--- src/rtl/source_code_tokenizer_assert.svh ---
`ifndef SOURCE_CODE_TOKENIZER_ASSERT_SVH
`define SOURCE_CODE_TOKENIZER_ASSERT_SVH
// assertion helpers
`define SCT_ASSERT_IMPL(label, clk, rst, a, c) \
  label: assert property (@(posedge clk) disable iff (rst) (a) |-> (c)) \
    else $error("assertion failed");
`define SCT_ASSERT_NEXT(label, clk, rst, a, c) \
  label: assert property (@(posedge clk) disable iff (rst) (a) |=> (c)) \
    else $error("assertion failed");
`endif

--- src/rtl/sct_pkg.sv ---
package sct_pkg;
  typedef struct packed {
    logic [7:0] source_byte;
    logic       end_of_stream;
  } in_item_t;

  typedef struct packed {
    logic [5:0]  token_kind;
    logic [15:0] token_line;
    logic [11:0] token_column;
    logic [11:0] token_length;
    logic [3:0]  error_code;
    logic        last_of_run;
  } out_item_t;

  localparam logic [5:0] K_EOS = 6'd0;
  localparam logic [5:0] K_EQ = 6'd14;
  localparam logic [5:0] K_EQEQ = 6'd18;
  localparam logic [5:0] K_NE = 6'd19;
  localparam logic [5:0] K_LT = 6'd20;
  localparam logic [5:0] K_GT = 6'd22;
  localparam logic [5:0] K_INT = 6'd25;
  localparam logic [5:0] K_DOUBLE = 6'd26;
  localparam logic [5:0] K_CHAR = 6'd27;
  localparam logic [5:0] K_STRING = 6'd28;
  localparam logic [5:0] K_ID = 6'd30;
  localparam logic [5:0] K_ERROR = 6'd47;

  localparam logic [3:0] E_NONE = 4'd0;
  localparam logic [3:0] E_UNEXPECTED = 4'd1;
  localparam logic [3:0] E_BANG = 4'd2;
  localparam logic [3:0] E_CH_EMPTY = 4'd3;
  localparam logic [3:0] E_CH_EOL = 4'd4;
  localparam logic [3:0] E_CH_EOS = 4'd5;
  localparam logic [3:0] E_CH_OPEN = 4'd6;
  localparam logic [3:0] E_STR_EOL = 4'd7;
  localparam logic [3:0] E_STR_EOS = 4'd8;
  localparam logic [3:0] E_ZERO = 4'd9;
  localparam logic [3:0] E_DOT = 4'd10;

  // classified character from the front part
  typedef enum logic [3:0] {
    C_EOS, C_NL, C_WS, C_HASH, C_SINGLE, C_EQ, C_LT, C_GT, C_BANG,
    C_QUOTE, C_DQUOTE, C_ZERO, C_DIGIT, C_ALPHA, C_UNDER, C_OTHER
  } cclass_t;

  typedef struct packed {
    cclass_t    cls;
    logic [7:0] ch;
    logic [5:0] single_kind;
    logic       is_dot;
    logic       is_bslash;
  } cls_item_t;

  function automatic logic [5:0] single_kind_of(input logic [7:0] c);
    case (c)
      8'h2e: return 6'd1;
      8'h2c: return 6'd2;
      8'h28: return 6'd3;
      8'h29: return 6'd4;
      8'h5b: return 6'd5;
      8'h5d: return 6'd6;
      8'h3b: return 6'd7;
      8'h7b: return 6'd8;
      8'h7d: return 6'd9;
      8'h2b: return 6'd10;
      8'h2d: return 6'd11;
      8'h2a: return 6'd12;
      8'h2f: return 6'd13;
      default: return 6'd0;
    endcase
  endfunction

  function automatic logic [5:0] kw_kind(input logic [63:0] w, input logic [3:0] len);
    logic [5:0] k;
    k = K_ID;
    case (len)
      4'd2: begin
        if (w[15:0] == "ro") k = 6'd16;
        if (w[15:0] == "fi") k = 6'd35;
      end
      4'd3: begin
        if (w[23:0] == "dna") k = 6'd15;
        if (w[23:0] == "ton") k = 6'd17;
        if (w[23:0] == "rof") k = 6'd33;
        if (w[23:0] == "wen") k = 6'd38;
        if (w[23:0] == "tni") k = 6'd40;
      end
      4'd4: begin
        if (w[31:0] == "eurt") k = 6'd24;
        if (w[31:0] == "llun") k = 6'd29;
        if (w[31:0] == "esle") k = 6'd37;
        if (w[31:0] == "rahc") k = 6'd42;
        if (w[31:0] == "loob") k = 6'd44;
        if (w[31:0] == "diov") k = 6'd45;
      end
      4'd5: begin
        if (w[39:0] == "eslaf") k = 6'd24;
        if (w[39:0] == "yarra") k = 6'd32;
        if (w[39:0] == "elihw") k = 6'd34;
        if (w[39:0] == "tsnoc") k = 6'd46;
      end
      4'd6: begin
        if (w[47:0] == "tcurts") k = 6'd31;
        if (w[47:0] == "fiesle") k = 6'd36;
        if (w[47:0] == "nruter") k = 6'd39;
        if (w[47:0] == "elbuod") k = 6'd41;
        if (w[47:0] == "gnirts") k = 6'd43;
      end
      default: k = K_ID;
    endcase
    return k;
  endfunction
endpackage

--- src/rtl/source_code_tokenizer.sv ---
// source code tokenizer
// in channel: one source byte or an end-of-stream marker per transaction
// (in_valid / in_ready, payload in_data)
// out channel: tokens with kind, line, column, length, error code and a
// last-of-run flag (out_valid / out_ready, payload out_data)
// a front stage classifies each byte into a one-entry queue; the back stage
// steps the lexer mode and counters and writes up to two tokens into an
// output buffer
// an input byte passes the queue register and then the output buffer register
// throughput: one byte per cycle while results are taken at once; a byte
// that yields two tokens holds the back stage while the second token drains
// a stalled receiver backs up the output buffer, then the queue, then in_ready
// reset: line 1, column 0, idle mode, buffers empty
// after a lexical error one error token is given and the back stage takes
// no more bytes until reset; in_ready goes low once the queue is full
module source_code_tokenizer #(
  parameter int LINE_BITS = 16,
  parameter int COLUMN_BITS = 12,
  parameter int KEYWORD_CHARS = 6
) (
  input  logic                clk,
  input  logic                rst,
  input  logic                in_valid,
  output logic                in_ready,
  input  sct_pkg::in_item_t   in_data,
  output logic                out_valid,
  input  logic                out_ready,
  output sct_pkg::out_item_t  out_data
);
  import sct_pkg::*;
`include "source_code_tokenizer_assert.svh"

  logic q_valid, q_ready, halted;
  cls_item_t q_data;

  sct_front u_front (
    .clk(clk), .rst(rst), .in_valid(in_valid), .in_ready(in_ready), .in_data(in_data),
    .q_valid(q_valid), .q_ready(q_ready), .q_data(q_data)
  );

  sct_back #(
    .LINE_BITS(LINE_BITS), .COLUMN_BITS(COLUMN_BITS), .KEYWORD_CHARS(KEYWORD_CHARS)
  ) u_back (
    .clk(clk), .rst(rst), .q_valid(q_valid), .q_ready(q_ready), .q_data(q_data),
    .out_valid(out_valid), .out_ready(out_ready), .out_data(out_data), .halted(halted)
  );

  `SCT_ASSERT_IMPL(a_halt_no_take, clk, rst, halted, !q_ready)
  `SCT_ASSERT_NEXT(a_halt_sticks, clk, rst, halted, halted)
  `SCT_ASSERT_IMPL(a_err_last, clk, rst, out_valid && out_data.token_kind == K_ERROR,
    out_data.last_of_run)
endmodule

--- src/rtl/sct_front.sv ---
module sct_front (
  input  logic                 clk,
  input  logic                 rst,
  input  logic                 in_valid,
  output logic                 in_ready,
  input  sct_pkg::in_item_t    in_data,
  output logic                 q_valid,
  input  logic                 q_ready,
  output sct_pkg::cls_item_t   q_data
);
  import sct_pkg::*;

  cls_item_t c;
  logic [7:0] b;

  always_comb begin
    b = in_data.source_byte;
    c.ch = b;
    c.single_kind = single_kind_of(b);
    c.is_dot = (b == 8'h2e);
    c.is_bslash = (b == 8'h5c);
    if (in_data.end_of_stream) c.cls = C_EOS;
    else if (b == 8'h0a) c.cls = C_NL;
    else if (b == 8'h20 || b == 8'h09 || b == 8'h0d || b == 8'h0b || b == 8'h0c)
      c.cls = C_WS;
    else if (b == 8'h23) c.cls = C_HASH;
    else if (c.single_kind != 6'd0) c.cls = C_SINGLE;
    else if (b == 8'h3d) c.cls = C_EQ;
    else if (b == 8'h3c) c.cls = C_LT;
    else if (b == 8'h3e) c.cls = C_GT;
    else if (b == 8'h21) c.cls = C_BANG;
    else if (b == 8'h27) c.cls = C_QUOTE;
    else if (b == 8'h22) c.cls = C_DQUOTE;
    else if (b == 8'h30) c.cls = C_ZERO;
    else if (b >= 8'h31 && b <= 8'h39) c.cls = C_DIGIT;
    else if ((b >= 8'h61 && b <= 8'h7a) || (b >= 8'h41 && b <= 8'h5a)) c.cls = C_ALPHA;
    else if (b == 8'h5f) c.cls = C_UNDER;
    else c.cls = C_OTHER;
  end

  assign in_ready = !q_valid || q_ready;

  always_ff @(posedge clk) begin
    if (rst) begin
      q_valid <= 1'b0;
    end else if (in_ready) begin
      q_valid <= in_valid;
    end
    if (in_ready && in_valid) q_data <= c;
  end
endmodule

--- src/rtl/sct_back.sv ---
module sct_back #(
  parameter int LINE_BITS = 16,
  parameter int COLUMN_BITS = 12,
  parameter int KEYWORD_CHARS = 6
) (
  input  logic                 clk,
  input  logic                 rst,
  input  logic                 q_valid,
  output logic                 q_ready,
  input  sct_pkg::cls_item_t   q_data,
  output logic                 out_valid,
  input  logic                 out_ready,
  output sct_pkg::out_item_t   out_data,
  output logic                 halted
);
  import sct_pkg::*;

  typedef enum logic [4:0] {
    M_IDLE, M_COMMENT, M_EQ, M_LT, M_GT, M_BANG, M_CH_OPEN, M_CH_ESC,
    M_CH_CLOSE, M_STRING, M_ZERO, M_INT, M_DOT, M_FRAC, M_IDENT, M_HALT
  } mode_t;

  localparam logic [LINE_BITS-1:0] LMAX = '1;
  localparam logic [COLUMN_BITS-1:0] CMAX = '1;
  localparam int KWB = 8 * KEYWORD_CHARS;

  mode_t mode, mode_next;
  logic [LINE_BITS-1:0] line_cnt, line_next;
  logic [COLUMN_BITS-1:0] col, col_next, start_col, start_next, len, len_next;
  logic [KWB-1:0] kw, kw_next;

  logic [1:0] n;
  logic [1:0] n_pre;
  out_item_t r0, r1, o0, o1;
  logic has2;
  logic [COLUMN_BITS-1:0] pos;
  logic [63:0] kw64;
  logic [3:0] len4;
  cclass_t cls;
  logic fresh;
  logic [COLUMN_BITS-1:0] len_inc;

  function automatic out_item_t mk(input logic [5:0] k, input logic [LINE_BITS-1:0] ln,
                                   input logic [COLUMN_BITS-1:0] cc,
                                   input logic [COLUMN_BITS-1:0] l, input logic [3:0] e);
    out_item_t t;
    t.token_kind = k;
    t.token_line = (ln > LINE_BITS'(16'hffff)) ? 16'hffff : 16'(ln);
    t.token_column = (cc > COLUMN_BITS'(12'hfff)) ? 12'hfff : 12'(cc);
    t.token_length = (l > COLUMN_BITS'(12'hfff)) ? 12'hfff : 12'(l);
    t.error_code = e;
    t.last_of_run = 1'b0;
    return t;
  endfunction

  // output holds two slots; accept only when empty or draining last
  logic ob_busy;
  assign q_ready = (!ob_busy || (out_ready && !has2)) && mode != M_HALT;
  assign halted = (mode == M_HALT);

  always_comb begin
    cls = q_data.cls;
    pos = (col < CMAX) ? col + 1'b1 : col;
    len_inc = (len < CMAX) ? len + 1'b1 : len;
    kw64 = 64'(kw);
    len4 = (len > COLUMN_BITS'(KEYWORD_CHARS)) ? 4'd15 : 4'(len);
    mode_next = mode;
    line_next = line_cnt;
    col_next = pos;
    start_next = start_col;
    len_next = len;
    kw_next = kw;
    n = 2'd0;
    r0 = mk(K_EOS, line_cnt, '0, '0, E_NONE);
    r1 = r0;
    fresh = 1'b0;
    n_pre = 2'd0;
    unique case (mode)
      M_COMMENT: if (cls == C_EOS || cls == C_NL) fresh = 1'b1;
      M_EQ, M_LT, M_GT: begin
        if (cls == C_EQ) begin
          n = 2'd1;
          r0 = mk(mode == M_EQ ? K_EQEQ : (mode == M_LT ? K_LT + 6'd1 : K_GT + 6'd1),
                  line_cnt, start_col, COLUMN_BITS'(2), E_NONE);
          mode_next = M_IDLE;
        end else begin
          n = 2'd1;
          r0 = mk(mode == M_EQ ? K_EQ : (mode == M_LT ? K_LT : K_GT),
                  line_cnt, start_col, COLUMN_BITS'(1), E_NONE);
          fresh = 1'b1;
        end
      end
      M_BANG: begin
        n = 2'd1;
        if (cls == C_EQ) begin
          r0 = mk(K_NE, line_cnt, start_col, COLUMN_BITS'(2), E_NONE);
          mode_next = M_IDLE;
        end else begin
          r0 = mk(K_ERROR, line_cnt, start_col, '0, E_BANG);
          mode_next = M_HALT;
        end
      end
      M_CH_OPEN, M_CH_ESC, M_CH_CLOSE: begin
        if (cls == C_EOS) begin
          n = 2'd1; r0 = mk(K_ERROR, line_cnt, pos, '0, E_CH_EOS); mode_next = M_HALT;
        end else if (cls == C_NL) begin
          n = 2'd1; r0 = mk(K_ERROR, line_cnt, pos, '0, E_CH_EOL); mode_next = M_HALT;
        end else if (mode == M_CH_CLOSE) begin
          n = 2'd1;
          if (cls == C_QUOTE) begin
            r0 = mk(K_CHAR, line_cnt, start_col, len, E_NONE); mode_next = M_IDLE;
          end else begin
            r0 = mk(K_ERROR, line_cnt, pos, '0, E_CH_OPEN); mode_next = M_HALT;
          end
        end else if (mode == M_CH_ESC) begin
          len_next = COLUMN_BITS'(2); mode_next = M_CH_CLOSE;
        end else if (cls == C_QUOTE) begin
          n = 2'd1; r0 = mk(K_ERROR, line_cnt, pos, '0, E_CH_EMPTY); mode_next = M_HALT;
        end else begin
          len_next = COLUMN_BITS'(1);
          mode_next = q_data.is_bslash ? M_CH_ESC : M_CH_CLOSE;
        end
      end
      M_STRING: begin
        if (cls == C_EOS) begin
          n = 2'd1; r0 = mk(K_ERROR, line_cnt, pos, '0, E_STR_EOS); mode_next = M_HALT;
        end else if (cls == C_NL) begin
          n = 2'd1; r0 = mk(K_ERROR, line_cnt, pos, '0, E_STR_EOL); mode_next = M_HALT;
        end else if (cls == C_DQUOTE) begin
          n = 2'd1; r0 = mk(K_STRING, line_cnt, start_col, len, E_NONE); mode_next = M_IDLE;
        end else len_next = len_inc;
      end
      M_ZERO, M_INT: begin
        if (cls == C_ZERO || cls == C_DIGIT) begin
          if (mode == M_ZERO) begin
            n = 2'd1; r0 = mk(K_ERROR, line_cnt, start_col, '0, E_ZERO); mode_next = M_HALT;
          end else len_next = len_inc;
        end else if (cls == C_SINGLE && q_data.is_dot) begin
          len_next = len_inc; mode_next = M_DOT;
        end else begin
          n = 2'd1; r0 = mk(K_INT, line_cnt, start_col, len, E_NONE); fresh = 1'b1;
        end
      end
      M_DOT: begin
        if (cls == C_ZERO || cls == C_DIGIT) begin
          len_next = len_inc; mode_next = M_FRAC;
        end else begin
          n = 2'd1; r0 = mk(K_ERROR, line_cnt, pos, '0, E_DOT); mode_next = M_HALT;
        end
      end
      M_FRAC: begin
        if (cls == C_ZERO || cls == C_DIGIT) len_next = len_inc;
        else begin
          n = 2'd1; r0 = mk(K_DOUBLE, line_cnt, start_col, len, E_NONE); fresh = 1'b1;
        end
      end
      M_IDENT: begin
        if (cls == C_ALPHA || cls == C_ZERO || cls == C_DIGIT || cls == C_UNDER) begin
          for (int i = 0; i < KEYWORD_CHARS; i++)
            if (len == COLUMN_BITS'(i)) kw_next[8*i +: 8] = q_data.ch;
          len_next = len_inc;
        end else begin
          n = 2'd1;
          r0 = mk(kw_kind(kw64, len4), line_cnt, start_col, len, E_NONE);
          fresh = 1'b1;
        end
      end
      M_HALT: mode_next = M_HALT;
      default: fresh = 1'b1;
    endcase

    if (fresh) begin
      n_pre = n;
      mode_next = M_IDLE;
      r1 = mk(K_EOS, line_cnt, pos, '0, E_NONE);
      unique case (cls)
        C_EOS: begin
          r1 = mk(K_EOS, line_cnt, pos, '0, E_NONE); n = n + 2'd1;
        end
        C_NL: begin
          if (line_cnt < LMAX) line_next = line_cnt + 1'b1;
          col_next = '0;
        end
        C_WS: mode_next = M_IDLE;
        C_HASH: mode_next = M_COMMENT;
        C_SINGLE: begin
          r1 = mk(q_data.single_kind, line_cnt, pos, COLUMN_BITS'(1), E_NONE);
          n = n + 2'd1;
        end
        C_EQ: begin mode_next = M_EQ; start_next = pos; len_next = COLUMN_BITS'(1); end
        C_LT: begin mode_next = M_LT; start_next = pos; len_next = COLUMN_BITS'(1); end
        C_GT: begin mode_next = M_GT; start_next = pos; len_next = COLUMN_BITS'(1); end
        C_BANG: begin mode_next = M_BANG; start_next = pos; len_next = COLUMN_BITS'(1); end
        C_QUOTE: begin mode_next = M_CH_OPEN; start_next = pos; len_next = '0; end
        C_DQUOTE: begin mode_next = M_STRING; start_next = pos; len_next = '0; end
        C_ZERO: begin mode_next = M_ZERO; start_next = pos; len_next = COLUMN_BITS'(1); end
        C_DIGIT: begin mode_next = M_INT; start_next = pos; len_next = COLUMN_BITS'(1); end
        C_ALPHA: begin
          mode_next = M_IDENT; start_next = pos; len_next = COLUMN_BITS'(1);
          kw_next = KWB'(q_data.ch);
        end
        default: begin
          r1 = mk(K_ERROR, line_cnt, pos, '0, E_UNEXPECTED);
          n = n + 2'd1;
          mode_next = M_HALT;
        end
      endcase
      if (n_pre == 2'd0 && n == 2'd1) r0 = r1;
    end
    o0 = r0;
    o1 = r1;
    if (n == 2'd1) o0.last_of_run = 1'b1;
    o1.last_of_run = 1'b1;
  end

  logic do_step;
  assign do_step = q_valid && q_ready;
  out_item_t second;

  always_ff @(posedge clk) begin
    if (rst) begin
      mode <= M_IDLE;
      line_cnt <= LINE_BITS'(1);
      col <= '0;
      start_col <= '0;
      len <= '0;
      kw <= '0;
      ob_busy <= 1'b0;
      has2 <= 1'b0;
    end else begin
      if (do_step && n != 2'd0) begin
        ob_busy <= 1'b1;
        has2 <= (n == 2'd2);
      end else if (out_valid && out_ready) begin
        if (has2) has2 <= 1'b0;
        else ob_busy <= 1'b0;
      end
      if (do_step) begin
        mode <= mode_next;
        line_cnt <= line_next;
        col <= col_next;
        start_col <= start_next;
        len <= len_next;
        kw <= kw_next;
      end
    end
    if (do_step && n != 2'd0) begin
      out_data <= o0;
      second <= o1;
    end else if (out_valid && out_ready && has2) begin
      out_data <= second;
    end
  end

  assign out_valid = ob_busy;
endmodule

--- config.mk ---
export PLATFORM = sky130hd
export DESIGN_NAME = source_code_tokenizer
export DESIGN_NICKNAME = d
export VERILOG_FILES = /design/src/rtl/sct_pkg.sv /design/src/rtl/source_code_tokenizer.sv /design/src/rtl/sct_front.sv /design/src/rtl/sct_back.sv
export VERILOG_INCLUDE_DIRS = /design/src /design/src/rtl
export SDC_FILE = /design/constraint.sdc
export NUM_CORES = 1
export LEC_CHECK = 0
export ABC_AREA = 1
export BUFFER_PORTS_ARGS = -buffer_cell sky130_fd_sc_hd__clkbuf_2
export CORE_ASPECT_RATIO = 2
export CORE_UTILIZATION = 51
export DETAILED_ROUTE_END_ITERATION = 12
export PLACE_DENSITY = 0.73
export SLEW_MARGIN = 20
export SYNTH_ARGS = -nofsm -noshare
export SYNTH_HDL_FRONTEND = slang
export SYNTH_SLANG_ARGS = --single-unit
--- constraint.sdc ---
create_clock -name clk -period 3.9 [get_ports clk]
set_input_delay 0.39 -clock clk [delete_from_list [all_inputs] [get_ports clk]]
set_output_delay 0.39 -clock clk [all_outputs]
set_load 0.01 [all_outputs]
* After elaboration in Yosys (flattened, before gate mapping)
Cells that the tools add are included.
** Storage, ports and cells
- Register bits after elaboration :: 229
- Bits of input ports :: 13
- Output and inout port bits :: 53
- Word-level logic and storage cells :: 349
** Cells by class
- Add/sub/neg operators :: 4
- $lt $le $gt $ge :: 14
- Equality and inequality tests :: 99
- Muxes and demuxes :: 150
- Reductions and logical operators :: 54
** Operators with widths (count)
- 51-bit 2-to-1 mux :: 18
- 51-bit case mux with 8 select lines :: 1
- 12-bit 2-to-1 mux :: 21
- 48-bit by 47-bit == test with 1-bit output (second input constant) :: 5
- 32-bit by 31-bit == test with 1-bit output (second input constant) :: 6
- 48-bit 2-to-1 mux :: 4
- 40-bit by 39-bit == test with 1-bit output (second input constant) :: 4
- 50-bit 2-to-1 mux :: 3
- 8-bit by 6-bit == test with 1-bit output (second input constant) :: 18
- 24-bit by 23-bit == test with 1-bit output (second input constant) :: 5
- 6-bit 2-to-1 mux :: 17
- 51-bit case mux with 2 select lines :: 1
- 5-bit 2-to-1 mux :: 15
- 12-bit case mux with 5 select lines :: 1
- 4-bit case mux with 13 select lines :: 1
- 8-bit by 7-bit == test with 1-bit output (second input constant) :: 6
- 8-bit 2-to-1 mux :: 6
- 45-bit 2-to-1 mux :: 1
- 4-bit 2-to-1 mux :: 11
- 4-bit case mux with 11 select lines :: 1
- 5-bit by 4-bit == test with 1-bit output (second input constant) :: 8
- 8-bit by 4-bit == test with 1-bit output (second input constant) :: 5
- 12-bit greater-than comparator (second input constant) :: 3
- 5-bit case mux with 7 select lines :: 1
- 59 further kinds :: 159

* Longest topological paths before layout
- Word-level depth :: 16
- Gate-level depth with buffers :: 20
- Mapped depth without buffers :: 19

* Cells and area by module
From an unflattened synthesis, not the netlist that was laid out.
** Unflattened totals
- Cells, all modules :: 1814
- Area total of the unflattened synthesis :: 12817.3 µm²
** By module, submodules not included
- sct_back :: times used 1, cells each 1670, area an instance 11571.1 µm², seq. area each 4734.5 µm²
- sct_front :: times used 1, cells each 144, area an instance 1246.2 µm², seq. area each 560.5 µm²

* Least setup slack after synthesis
No wires, ideal clock.
- Kind :: register to register
- Start :: register, netlist name u_front.q_data[18]
- End :: register, netlist name u_back.out_data[0]
- Library setup time :: 0.466 ns
- Arrival time :: 3.779 ns
- Data required time :: 3.434 ns
- Path slack :: -0.345 ns
- Stages on the path, launching flop included :: 17
- Path buffers :: 2
- Period minus slack after synthesis :: 4.245 ns
- Cells stage by stage :: edfxtp_1 -> nor2_2 -> nand2_1 -> inv_1 -> a21oi_2 -> nor2_2 -> nor2_1 -> nand4_2 -> inv_1 -> ha_1 -> inv_1 -> nand2_1 -> nand3_1 -> nand2_2 -> buf_6 -> buf_6 -> o21ai_1
** Between the ends
- Word-level cells in the longest chain between the ends :: 14
- Elaborated cells on any way between the ends :: 49
- Those cells by class :: add/sub: 1; eq/ne: 14; mux: 23; reduce/logical: 11
** Ends and longest elaborated chain
- 4-bit == test :: RTL line sct_back.sv:117, sct_back.sv:176
- 1-bit 2-to-1 mux :: RTL line sct_back.sv:117 : end else if (cls == C_QUOTE) begin
- 2-bit 2-to-1 mux :: RTL line sct_back.sv:115 : end else if (mode == M_CH_ESC) begin
- 2-bit 2-to-1 mux :: RTL line sct_back.sv:108 : end else if (mode == M_CH_CLOSE) begin
- 2-bit 2-to-1 mux :: RTL line sct_back.sv:106 : end else if (cls == C_NL) begin
- 2-bit 2-to-1 mux :: RTL line sct_back.sv:104 : if (cls == C_EOS) begin
- 2-bit case mux with 6 select lines :: RTL line sct_back.sv:78 : unique case (mode)
- 2-bit by 1-bit adder with 2-bit output :: RTL line sct_back.sv:178, sct_back.sv:188, sct_back.sv:204
- 2-bit 2-to-1 mux
- 2-bit 2-to-1 mux :: RTL line sct_back.sv:172 : if (fresh) begin
- 2-bit 2-to-1 mux * :: RTL line sct_back.sv:172
- 2-bit nonzero test * :: RTL line sct_back.sv:247 : if (do_step && n != 2'd0) begin
- 1-bit logical AND * :: RTL line sct_back.sv:247
- 2-bit nonzero test (no source line) *
Mark *: on every way between the ends. The rest lies on a longest branch, timed or not. The select of a mux whose other input is x is not followed.
A chain may end at the register's enable or synchronous reset.

* Worst setup path in the final report
- Start :: register, netlist name u_front.q_data[17]
- End :: register, netlist name u_back.out_data[24]
** Between the ends
- Word-level cells in the longest chain between the ends :: 15
- Elaborated cells on any way between the ends :: 69
- Those cells by class :: add/sub: 1; eq/ne: 15; mux: 41; reduce/logical: 12
** Ends and longest elaborated chain
- 4-bit == test :: RTL line sct_back.sv:110, sct_back.sv:117, sct_back.sv:176
- 1-bit 2-to-1 mux :: RTL line sct_back.sv:117
- 2-bit 2-to-1 mux :: RTL line sct_back.sv:115
- 2-bit 2-to-1 mux :: RTL line sct_back.sv:108
- 2-bit 2-to-1 mux :: RTL line sct_back.sv:106
- 2-bit 2-to-1 mux :: RTL line sct_back.sv:104
- 2-bit case mux with 6 select lines :: RTL line sct_back.sv:78
- 2-bit by 1-bit adder with 2-bit output :: RTL line sct_back.sv:178, sct_back.sv:188, sct_back.sv:204
- 2-bit 2-to-1 mux
- 2-bit 2-to-1 mux :: RTL line sct_back.sv:172
- 2-bit by 1-bit == test with 1-bit output :: RTL line sct_back.sv:208 : if (n_pre == 2'd0 && n == 2'd1) r0 = r1;
- 1-bit logical AND :: RTL line sct_back.sv:208
- 51-bit 2-to-1 mux :: RTL line sct_back.sv:208
- 51-bit 2-to-1 mux :: RTL line sct_back.sv:172
- 51-bit 2-to-1 mux * :: RTL line sct_back.sv:247
Marked as above.

==> impl_metrics.ini <==
[synth]
yosys_most_used_dff = dfxtp_1
synth-simple-area-share_pct = 35.69
synth_top_family_by_area = simple AND/OR/NAND/NOR gates
syn_avg_cell_area_um2 = 6.954
synthMuxAreaShare_pct = 0
async_reset_ff_share_pct = 0
ys_seq_area_share_pct = 40.54
ys_types = 57
synthesis.area_um2 = 12910
syn_inst = 1857
synth_nets = 1878
synth_enable_flop_cells = 103
synthAdderAreaFrac_pct = 0.7751
yosysWarnings = 0
synth_xor_area_share_pct = 0.6782
ys_ff_latch = 210
synth_compound_area_share_pct = 12.49

[clock_network]
htreeDepth = 1
post_cts_buffers = 0
clk_pin_slew_worst_paths_ns = 0.07
ctsHoldBuffers = 0
insertion_delay_ns = 0.54
cts.sinks = 210
numCtsBuffers = 20
post_cts_resized = 0
cts_buffer_depth = 3
cts_tree = done
clock_tree.root_cell = clkbuf_16

[sta]
setup_tns_ns = 0
hold_violations = 0
slew_violations = 0
fmax_ghz = 0.2891
timing.hold.ws_ns = 0.06728
tightest_slew_ns = 1.068
fin_skew_ns = 0.02954
max_slew_margin_pct = 28.77
period_needed_ns = 3.459
grt_setup_unrepaired = no
fin_crit_sh_pct = 88.70
setup_viol = 0

[detailed_routing]
vias = 12960
wirelength_um = 49220
first_pass_iters = 6
wire_per_inst_um = 21.63
drc = 0
ant_nets = 0
first_iter_violations = 960
vias_per_cell = 5.694

[setup_path]
critPathRequiredTime_ns = 4.14
worstSetupPathType = register to register
cp_cell_sequence = nand2_1, inv_1, nand2_2, nand2_4, nor3_1, nand3_1, a21oi_1, ha_1, inv_1, nand2_1, nand3_1, nand2_2, buf_4, o21ai_0
critical_path_peak_fanout = 45
end_kind = register
critPathSlowestCell = edfxtp_1
start_kind = register
slowest_delay_ns = 0.48
crit_buf_inv = 3
path_delay_family = simple AND/OR/NAND/NOR gates
cp_data_arrival_time_ns = 3.69

[global_routing]
grt_max_degree = 46
grt-ovfl-total = 0
grt_pass1_vias = 12760
grt_pass1_wl_um = 74020
antenna_found_initial = 1
grt_usage_pct = 39.34

[layout]
fin_cells = 2276
finalInstanceArea_um2 = 14310
final_cell_mix = nand2_1, nor2_1, inv_1, nand3_1, dfxtp_1
multi_input_comb_area_um2 = 6421
syn2layout_area_growth_pct = 10.80
drive_gt1_share_pct = 10.52
layout.nets = 1947
fill_cells = 2482
regArea_um2 = 5235
n_antenna_cell = 0
final_common_cell = nand2_1

[pwr]
cellPowerDensity_nw_per_um2 = 529.8
ir_worst_vdd_mv = 0.4792
p_leak_nw = 5.773

[status]
outcome = finished, final reports clean

[run]
maxCapViolCount = 0

[placed_design]
routabilityCongestion = 1.037
place_inst = 2240
placement.io_buffers = 65
place_area_um2 = 13610
dp_hpwl_um = 36670

[floorplan]
die_height_um = 227.0
dieArea_um2 = 26000
die_w_um = 114.5
core-area_um2 = 24930
ios = 66
initial_utilization_pct = 51.80
fp-row-count = 82

[worst_hold_path]
hp-class = input port to register
final cells by class:
class	instances	share of cell area (%)
clock inverter	8	0.7695
tap	336	2.938
sequential	210	36.59
inverter	267	7.022
timing repair buffer	90	3.673
multi-input combinational	1337	44.88
clock buffer	28	4.136
synthesized netlist by cell type (9+ instances only):
master      n  share of area (%)
nand2_2    11               0.53
nor3_2     10               0.78
edfxtp_1  103                 24
nor4_1     12               0.58
buf_6       9               0.78
nand4_1    33                1.6
dfxtp_1   107                 17
a211oi_1   48                2.8
buf_2      13               0.50
nor2_2     12               0.58
inv_1     244                7.1
nor2_1    302                8.8
nor3_1     57                2.2
o21ai_1    24               0.93
a31oi_1    10               0.48
nand2_1   454                 13
a21oi_1    85                3.3
inv_2      20               0.58
nand3_1   119                4.6
o21ai_0    71                2.8
clkbuf_1   15               0.44
logic make-up (layout without fill, tap and decap cells):
group	after synthesis	count (layout)
AOI/OAI and AO/OA	272	272
xor gates and xnor gates	10	10
adders and majority gates	8	8
buffers and inverters	310	393
DFF	210	210
and+or+nand+nor	1047	1047
metrics by stage:
step | power (mW) | setup slack, ns | util (%)
4_1_cts | 7.549 | 0.5260 | 57.39
2_1_floorplan | 4.655 | 0.6209 | -
3_3_place_gp | 5.461 | 0.6497 | 54.58
6_report | 7.581 | 0.4408 | 57.39
5_1_grt | 7.910 | 0.2025 | 57.39
3_5_place_dp | 5.476 | 0.5677 | 54.58
flip-flops by register name (all words and copies together) (netlist names), 4 cells and up:
register	count
u_back.out_data	51
u_back.kw	48
u_back.second	34
u_front.q_data	18
u_back.line_cnt	16
u_back.col	12
u_back.len	12
u_back.start_col	12
u_back.mode	4
where the power goes:
| part | total (mW) | switching, mW | internal (mW) |
|---|---|---|---|
| clock | 2.10 | 0.892 | 1.20 |
| combinational | 2.54 | 1.88 | 0.662 |
| sequential | 2.94 | 0.160 | 2.78 |
| total | 7.58 | 2.93 | 4.65 |
per-layer routing:
metal / share of wire, % / GRT usage, % / vias to the layer above / routed length (um)
met1: 31 / 34.99 / 5954 / 15270
met5: 0.026 / 0 / - / 13
met3: 8.3 / 12.43 / 243 / 4098
met4: 11 / 36.41 / 2 / 5460
met2: 50 / 69.38 / 506 / 24380
li1: - / - / 6254 / -
worst register-to-register path: cells and delay by family, from the launching register on:
family                   cells  cell delay [ns]
AO/OA/AOI/OAI                2             0.57
adder cells (fa/ha/maj)      1             0.19
buffers and inverters        3             0.60
flip-flops                   1             0.48
AND/OR/NAND/NOR              8             1.33
worst paths after layout:
path | from | cells past startpoint | to | slack (ns)
max reg2reg | u_front.q_data[17] | 14 | u_back.out_data[24] | 0.44
min reg2reg | u_back.line_cnt[13] | 0 | u_back.second[42] | 0.46
max | u_front.q_data[17] | 14 | u_back.out_data[24] | 0.44
min | in_data[8] | 1 | u_front.q_data[15] | 0.07
No activity file was read; power rests on OpenSTA's default activity.
